==> config.mk <==
export PLATFORM = sky130hd
export DESIGN_NAME = stable_priority_queue
export DESIGN_NICKNAME = d
export VERILOG_FILES = /design/src/rtl/core/spq_pkg.sv /design/src/rtl/core/spq_cell.sv /design/src/rtl/core/stable_priority_queue.sv
export SDC_FILE = /design/constraint.sdc
export NUM_CORES = 2
export LEC_CHECK = 0
export BUFFER_PORTS_ARGS = -buffer_cell sky130_fd_sc_hd__buf_2
export CORE_UTILIZATION = 35
export CTS_CLUSTER_SIZE = 24
export DETAILED_ROUTE_END_ITERATION = 6
export GPL_ROUTABILITY_DRIVEN = 0
export PLACE_DENSITY = 0.59
export RECOVER_POWER = 50
export SLEW_MARGIN = 10
export SYNTH_ARGS = -nofsm -noshare
export SYNTH_HDL_FRONTEND = slang
export SYNTH_SLANG_ARGS = --single-unit
==> constraint.sdc <==
create_clock -name aclk -period 13.2 [get_ports aclk]
set_input_delay 1.32 -clock aclk [delete_from_list [all_inputs] [get_ports aclk]]
set_output_delay 1.32 -clock aclk [all_outputs]
set_load 0.005 [all_outputs]
==> src/rtl/core/spq_pkg.sv <==
package spq_pkg;

    // Default number of entries held by the queue.
    localparam int unsigned CAPACITY_DEF = 16;

    localparam int unsigned PRIO_W   = 16;
    localparam int unsigned ITEM_W   = 32;
    localparam int unsigned STATUS_W = 2;
    localparam int unsigned OCC_W    = 5;

    // Operation codes carried on the input channel.
    localparam logic OP_INSERT = 1'b0;
    localparam logic OP_POP    = 1'b1;

    // Result status codes.
    localparam logic [STATUS_W-1:0] ST_INSERTED = 2'd0;
    localparam logic [STATUS_W-1:0] ST_POPPED   = 2'd1;
    localparam logic [STATUS_W-1:0] ST_EMPTY    = 2'd2;
    localparam logic [STATUS_W-1:0] ST_FULL     = 2'd3;

    // One queue entry as it moves along the chain.
    typedef struct packed {
        logic signed [PRIO_W-1:0] prio;
        logic [ITEM_W-1:0]        item;
    } entry_t;

    // Broadcast control from the top level to every cell.
    typedef struct packed {
        logic   insert_en;
        logic   pop_en;
        entry_t new_entry;
    } cell_ctrl_t;

endpackage

==> src/rtl/core/spq_cell.sv <==
module spq_cell
    import spq_pkg::*;
#(
    parameter int unsigned INDEX   = 0,
    parameter int unsigned COUNT_W = 5
) (
    input  logic               aclk,
    input  cell_ctrl_t         ctrl,
    input  logic [COUNT_W-1:0] count,
    input  logic               left_keep,
    input  entry_t             left_entry,
    input  entry_t             right_entry,
    output logic               keep,
    output entry_t             entry
);

    localparam logic [COUNT_W-1:0] IDX = COUNT_W'(INDEX);

    entry_t entry_reg;
    entry_t entry_next;
    logic   occupied;

    // A cell is occupied when its position lies below the fill count.
    assign occupied = (count > IDX);

    // The cell stays in place when its entry ranks at or above the newcomer,
    // which keeps equal priorities in arrival order.
    assign keep = occupied && (entry_reg.prio >= ctrl.new_entry.prio);

    always_comb begin
        entry_next = entry_reg;
        if (ctrl.pop_en) begin
            entry_next = right_entry;
        end else if (ctrl.insert_en && !keep) begin
            if (left_keep) begin
                entry_next = ctrl.new_entry;
            end else begin
                entry_next = left_entry;
            end
        end
    end

    always_ff @(posedge aclk) begin
        entry_reg <= entry_next;
    end

    assign entry = entry_reg;

endmodule

==> src/rtl/core/stable_priority_queue.sv <==
// Channel | Direction | Ports                                        | Handshake
// s_      | in        | opcode, item_handle, priority_req            | s_valid / s_ready
// m_      | out       | status, popped_item, popped_priority, occup. | m_valid / m_ready
//
// Each transfer on the input channel yields one result in the output register on the
// following edge; one operation per cycle is sustained while m_ready stays high.
// The per-cell compare against the new priority sets the cycle time.
// aresetn is synchronous and active low; it empties the queue and the output register.
// s_ready drops only while a result waits in the output register and m_ready is low.
module stable_priority_queue
    import spq_pkg::*;
#(
    parameter int unsigned CAPACITY = CAPACITY_DEF
) (
    input  logic                     aclk,
    input  logic                     aresetn,
    input  logic                     s_valid,
    output logic                     s_ready,
    input  logic                     s_opcode,
    input  logic [ITEM_W-1:0]        s_item_handle,
    input  logic signed [PRIO_W-1:0] s_priority_req,
    output logic                     m_valid,
    input  logic                     m_ready,
    output logic [STATUS_W-1:0]      m_status,
    output logic [ITEM_W-1:0]        m_popped_item,
    output logic signed [PRIO_W-1:0] m_popped_priority,
    output logic [OCC_W-1:0]         m_occupancy
);

    localparam int unsigned COUNT_W = $clog2(CAPACITY + 1);
    localparam logic [COUNT_W-1:0] FULL_COUNT = COUNT_W'(CAPACITY);

    // Fill count of the chain; only cells below it hold live entries.
    logic [COUNT_W-1:0] count_reg;
    logic [COUNT_W-1:0] count_next;

    // Output register: control part is reset, payload part is not.
    logic                     m_valid_reg;
    logic                     m_valid_next;
    logic [STATUS_W-1:0]      status_reg;
    logic [STATUS_W-1:0]      status_next;
    logic [ITEM_W-1:0]        popped_item_reg;
    logic [ITEM_W-1:0]        popped_item_next;
    logic signed [PRIO_W-1:0] popped_prio_reg;
    logic signed [PRIO_W-1:0] popped_prio_next;
    logic [OCC_W-1:0]         occupancy_reg;
    logic [OCC_W-1:0]         occupancy_next;

    logic       accept;
    logic       is_full;
    logic       is_empty;
    cell_ctrl_t ctrl;

    // Chain wiring: each cell sees its left and right neighbor.
    entry_t cell_entry [CAPACITY];
    logic   cell_keep  [CAPACITY];

    // A new transfer is taken whenever the output register is free or is being
    // emptied in this same cycle.
    assign s_ready  = !m_valid_reg || m_ready;
    assign accept   = s_valid && s_ready;
    assign is_full  = (count_reg == FULL_COUNT);
    assign is_empty = (count_reg == '0);

    always_comb begin
        ctrl.insert_en      = accept && (s_opcode == OP_INSERT) && !is_full;
        ctrl.pop_en         = accept && (s_opcode == OP_POP) && !is_empty;
        ctrl.new_entry.prio = s_priority_req;
        ctrl.new_entry.item = s_item_handle;
    end

    genvar gi;
    generate
        for (gi = 0; gi < CAPACITY; gi++) begin : g_cell
            logic   left_keep;
            entry_t left_entry;
            entry_t right_entry;

            if (gi == 0) begin : g_head
                // The head has nothing in front of it, so a newcomer that does
                // not rank behind it lands here.
                assign left_keep  = 1'b1;
                assign left_entry = '0;
            end else begin : g_body
                assign left_keep  = cell_keep[gi-1];
                assign left_entry = cell_entry[gi-1];
            end

            if (gi == CAPACITY - 1) begin : g_tail
                assign right_entry = '0;
            end else begin : g_inner
                assign right_entry = cell_entry[gi+1];
            end

            spq_cell #(
                .INDEX   (gi),
                .COUNT_W (COUNT_W)
            ) u_cell (
                .aclk        (aclk),
                .ctrl        (ctrl),
                .count       (count_reg),
                .left_keep   (left_keep),
                .left_entry  (left_entry),
                .right_entry (right_entry),
                .keep        (cell_keep[gi]),
                .entry       (cell_entry[gi])
            );
        end
    endgenerate

    // Next count, valid flag, status, popped fields and occupancy for the transfer being taken.
    always_comb begin
        count_next       = count_reg;
        status_next      = status_reg;
        popped_item_next = popped_item_reg;
        popped_prio_next = popped_prio_reg;
        m_valid_next     = m_valid_reg;

        if (m_ready) begin
            m_valid_next = 1'b0;
        end

        if (accept) begin
            m_valid_next     = 1'b1;
            popped_item_next = '0;
            popped_prio_next = '0;
            if (s_opcode == OP_INSERT) begin
                if (is_full) begin
                    status_next = ST_FULL;
                end else begin
                    status_next = ST_INSERTED;
                    count_next  = count_reg + COUNT_W'(1);
                end
            end else begin
                if (is_empty) begin
                    status_next = ST_EMPTY;
                end else begin
                    status_next      = ST_POPPED;
                    popped_item_next = cell_entry[0].item;
                    popped_prio_next = cell_entry[0].prio;
                    count_next       = count_reg - COUNT_W'(1);
                end
            end
        end

        // The occupancy field is five bits wide and wraps for larger queues.
        occupancy_next = OCC_W'(count_next);
        if (!accept) begin
            occupancy_next = occupancy_reg;
        end
    end

    always_ff @(posedge aclk) begin
        if (!aresetn) begin
            count_reg   <= '0;
            m_valid_reg <= 1'b0;
        end else begin
            count_reg   <= count_next;
            m_valid_reg <= m_valid_next;
        end
    end

    always_ff @(posedge aclk) begin
        status_reg      <= status_next;
        popped_item_reg <= popped_item_next;
        popped_prio_reg <= popped_prio_next;
        occupancy_reg   <= occupancy_next;
    end

    assign m_valid           = m_valid_reg;
    assign m_status          = status_reg;
    assign m_popped_item     = popped_item_reg;
    assign m_popped_priority = popped_prio_reg;
    assign m_occupancy       = occupancy_reg;

endmodule

==> results by group <==
Routing
  • Final WL: approximately 160000 um
  • Via count: approximately 37000
  • Antenna Nets Post-Route: 0
  • DRT iter0 DRCs: about 4600
  • Post-DR wirelength/cell: between 20 and 30 um
  • DRC errors left: 0
  • Via density per instance: between 5 and 6
  • Drt pass-1 iters: 6

Worst setup path
  • Critical Path RT: ~13 ns
  • Bufs and invs on worst path: 3
  • CP startpoint kind: flip-flop
  • R2R depth: 9
  • Delay-heaviest family, CP: buffers and inverters
  • Worst path depth: 9
  • Crit. End Element: flip-flop
  • Critical path class: reg2reg
  • CP max stage delay: 3.18 ns
  • Worst path arrival time: about 8.8 ns
  • Worst reg2reg path endpoint: g_cell[4].u_cell.entry[46]$_DFFE_PP_
  • Sequence of cells on the critical path: inv_1, ha_1, or3b_1, nor2_1, nor2_4, clkbuf_1, nor2_1, nor2_4, clkbuf_1
  • Worst path slowest cell: clkbuf_1
  • Crit. Startpoint: count_reg[1]$_SDFF_PN0_
  • Reg-to-reg startpoint: count_reg[1]$_SDFF_PN0_
  • Reg2reg setup slack: around 4.5 ns
  • Worst Setup EP: g_cell[4].u_cell.entry[46]$_DFFE_PP_
  • CP max FO: 55

Layout
  • Area growth, synth to finish: 10.6%
  • Most common cell after layout, fill and taps aside: nand2_1
  • Fraction of layout instances using a drive strength above 1: 0.0681
  • Final net count: between 4000 and 5000
  • Final core utilization: 0.390
  • Most frequent cells in the layout: nand2_1, edfxtp_1, mux2i_1
  • Post-layout instance area: around 52000 um2
  • ANT cells: 0
  • Max reg flops: 768

Die
  • Die area: 136000 um2
  • Die height: ~370 um
  • Initial Util: 0.353
  • Core area: 133000 um2
  • Boundary Pins: 110
  • Die width: between 300 and 400 um
  • Row count: around 130

Logic synthesis
  • Total of warnings raised by yosys: 0
  • Net count after synthesis: between 4000 and 5000
  • Cells after Synth: 4460
  • Sequential share of the synthesized area: 0.517
  • Count of cell types in the netlist: 63
  • Number of synthesized flops with an enable pin: between 700 and 800
  • Top FF cell, synth: edfxtp_1
  • Post-synthesis cell area: between 40000 and 50000 um2
  • Asr flop ratio synth: 0
  • Flops & latches, synth: a little over 800
  • Synth Area per Inst: 10.6 um2

STA
  • Slew HR: -2.02
  • Clock Skew: between 0.07 and 0.08 ns
  • Final setup fails: 0
  • Pins Over Slew Limit: roughly 630
  • Final setup TNS: 0 ns
  • Peak Freq: 116 MHz
  • Final Hold Viols: 0
  • Worst-Margin Slew: about 4.5 ns
  • RSZ-0062 raised after global routing: no
  • Fin crit period: around 8.7 ns
  • Final worst setup slack: 4.55 ns
  • Fin crit share: 0.656

Global route
  • Largest net degree at the start of global routing: 269
  • Vias in the first global route: 35682
  • Global routing usage on met3: 0.0337
  • First-pass GRT wire length: 238000 um
  • Grt peak-use layer: met2
  • Grt met1 use: 0.316
  • M2 GR Usage: 0.371
  • Global Route Usage Sum: 0.231
  • Initial antenna violation count: 3
  • Grt total ovfl: 0

Run
  • Max Cap Violations: 24

Place
  • Area after DPL: about 49000 um2
  • Post-DP HPWL: approximately 99000 um
  • Pre-CTS setup slack: 7.09 ns
  • IO buf count: around 110

Clock network
  • CTS sink cnt: ~830
  • CTS Hold Bufs: 0
  • H-tree levels: 3
  • Clk Latency, worst-skew pair: roughly 0.75 ns
  • CTS tree: done
  • Max Root-Sink Buffers: 3
  • Root Driver: clkbuf_16
  • Worst-path clk slew: 0.06 ns
  • Postcts setup bufs: 0
  • Cts repair resizes: 0
  • Inserted Clock Buffers: 96

Power and ir drop
  • Leakage: about 18 nW
  • VDD IR max: 0.109 mV
  • Power Density: 174 nW/um2

Run status
  • Status: complete, but fails checks
  • Failing checks: capacitance limit, slew limit

Worst hold path
  • Worst min path class: reg2reg
-- worst min-delay path by stage --
stage | startpoint | endpoint | cells after the start
final | m_valid$_SDFFE_PN0P_ | m_valid$_SDFFE_PN0P_ | 2
after global routing | g_cell[1].u_cell.entry[10]$_DFFE_PP_ | g_cell[0].u_cell.entry[10]$_DFFE_PP_ | 2
after CTS | m_valid$_SDFFE_PN0P_ | m_valid$_SDFFE_PN0P_ | 2
after detailed placement | g_cell[15].u_cell.entry[32]$_SDFFE_PP0P_ | g_cell[15].u_cell.entry[32]$_SDFFE_PP0P_ | 2
after global placement | m_valid$_SDFFE_PN0P_ | m_valid$_SDFFE_PN0P_ | 2
after floorplan | g_cell[15].u_cell.entry[32]$_SDFFE_PP0P_ | g_cell[15].u_cell.entry[32]$_SDFFE_PP0P_ | 2
-- Yosys cell counts, drive strengths merged, types with 5 or more instances --
cell / count / area (um2)
and3: 52 / 330
o2bb2ai: 6 / 52.6
nand2b: 8 / 50.1
nor2: 41 / 154
mux2i: 431 / 4310
o21a: 10 / 75.1
edfxtp: 775 / 23300
inv: 43 / 161
nor4: 9 / 56.3
or4: 12 / 90.1
buf: 153 / 802
o21ai: 410 / 2060
nor2b: 21 / 131
o2111ai: 48 / 420
clkbuf: 227 / 852
ha: 261 / 3270
a211oi: 5 / 37.5
a2111oi: 5 / 50.0
nand4: 102 / 644
a221oi: 5 / 56.3
or3: 6 / 37.5
o221ai: 9 / 78.8
dfxtp: 54 / 1080
a21oi: 195 / 976
o211ai: 308 / 2310
o31ai: 50 / 375
a21o: 33 / 248
and2: 52 / 325
nor3: 11 / 70.1
nand3: 259 / 1300
a31oi: 6 / 37.5
nand2: 809 / 3040
-- metal layers --
metal | vias up | share of wire
li1 | 16682 | -
met4 | 0 | 0.038
met5 | - | 0
met1 | 18342 | 0.43
met2 | 1657 | 0.46
met3 | 344 | 0.076
-- worst min-delay path, cell delays in order, from the launching register on --
cell and delay (ns):
dfxtp_1 0.31, nand2b_1 0.10, a21boi_0 0.08
-- where the power goes --
part           internal [mW]  switching [mW]  leakage, nW
clock network           1.51            1.17         1.50
logic                  0.806            1.54         8.70
registers               3.67           0.384         7.81
-- metrics by stage --
step	power [mW]	cells	hold slack, ns
after floorplan	5.53	4460	0.498
after global placement	6.36	6026	0.510
after detailed placement	6.42	6026	0.527
after CTS	9.10	6204	0.536
after global routing	9.49	6204	0.569
final	9.08	6204	0.540
-- cell families (layout without fill, tap and decap cells) --
kind of cell	after synthesis	after routing	share of synthesized area
flip-flops	829	829	0.517
adder cells (fa/ha/maj)	261	261	0.0693
AO/OA/AOI/OAI	1119	1119	0.149
XOR/XNOR	2	2	0.000372
buffers and inverters	425	401	0.0387
multiplexers	433	433	0.0921
AND/OR/NAND/NOR	1391	1391	0.134
-- layout make-up --
type,count,area (um2)
Fill cell,13121,81400
Sequential cell,829,24400
Multi-Input combinational cell,3206,21300
Clock buffer,137,2660
Tap cell,1768,2210
Timing Repair Buffer,178,1020
Clock inverter,41,429
Inverter,45,170
Note: power is estimated with default switching activity, not from simulation.
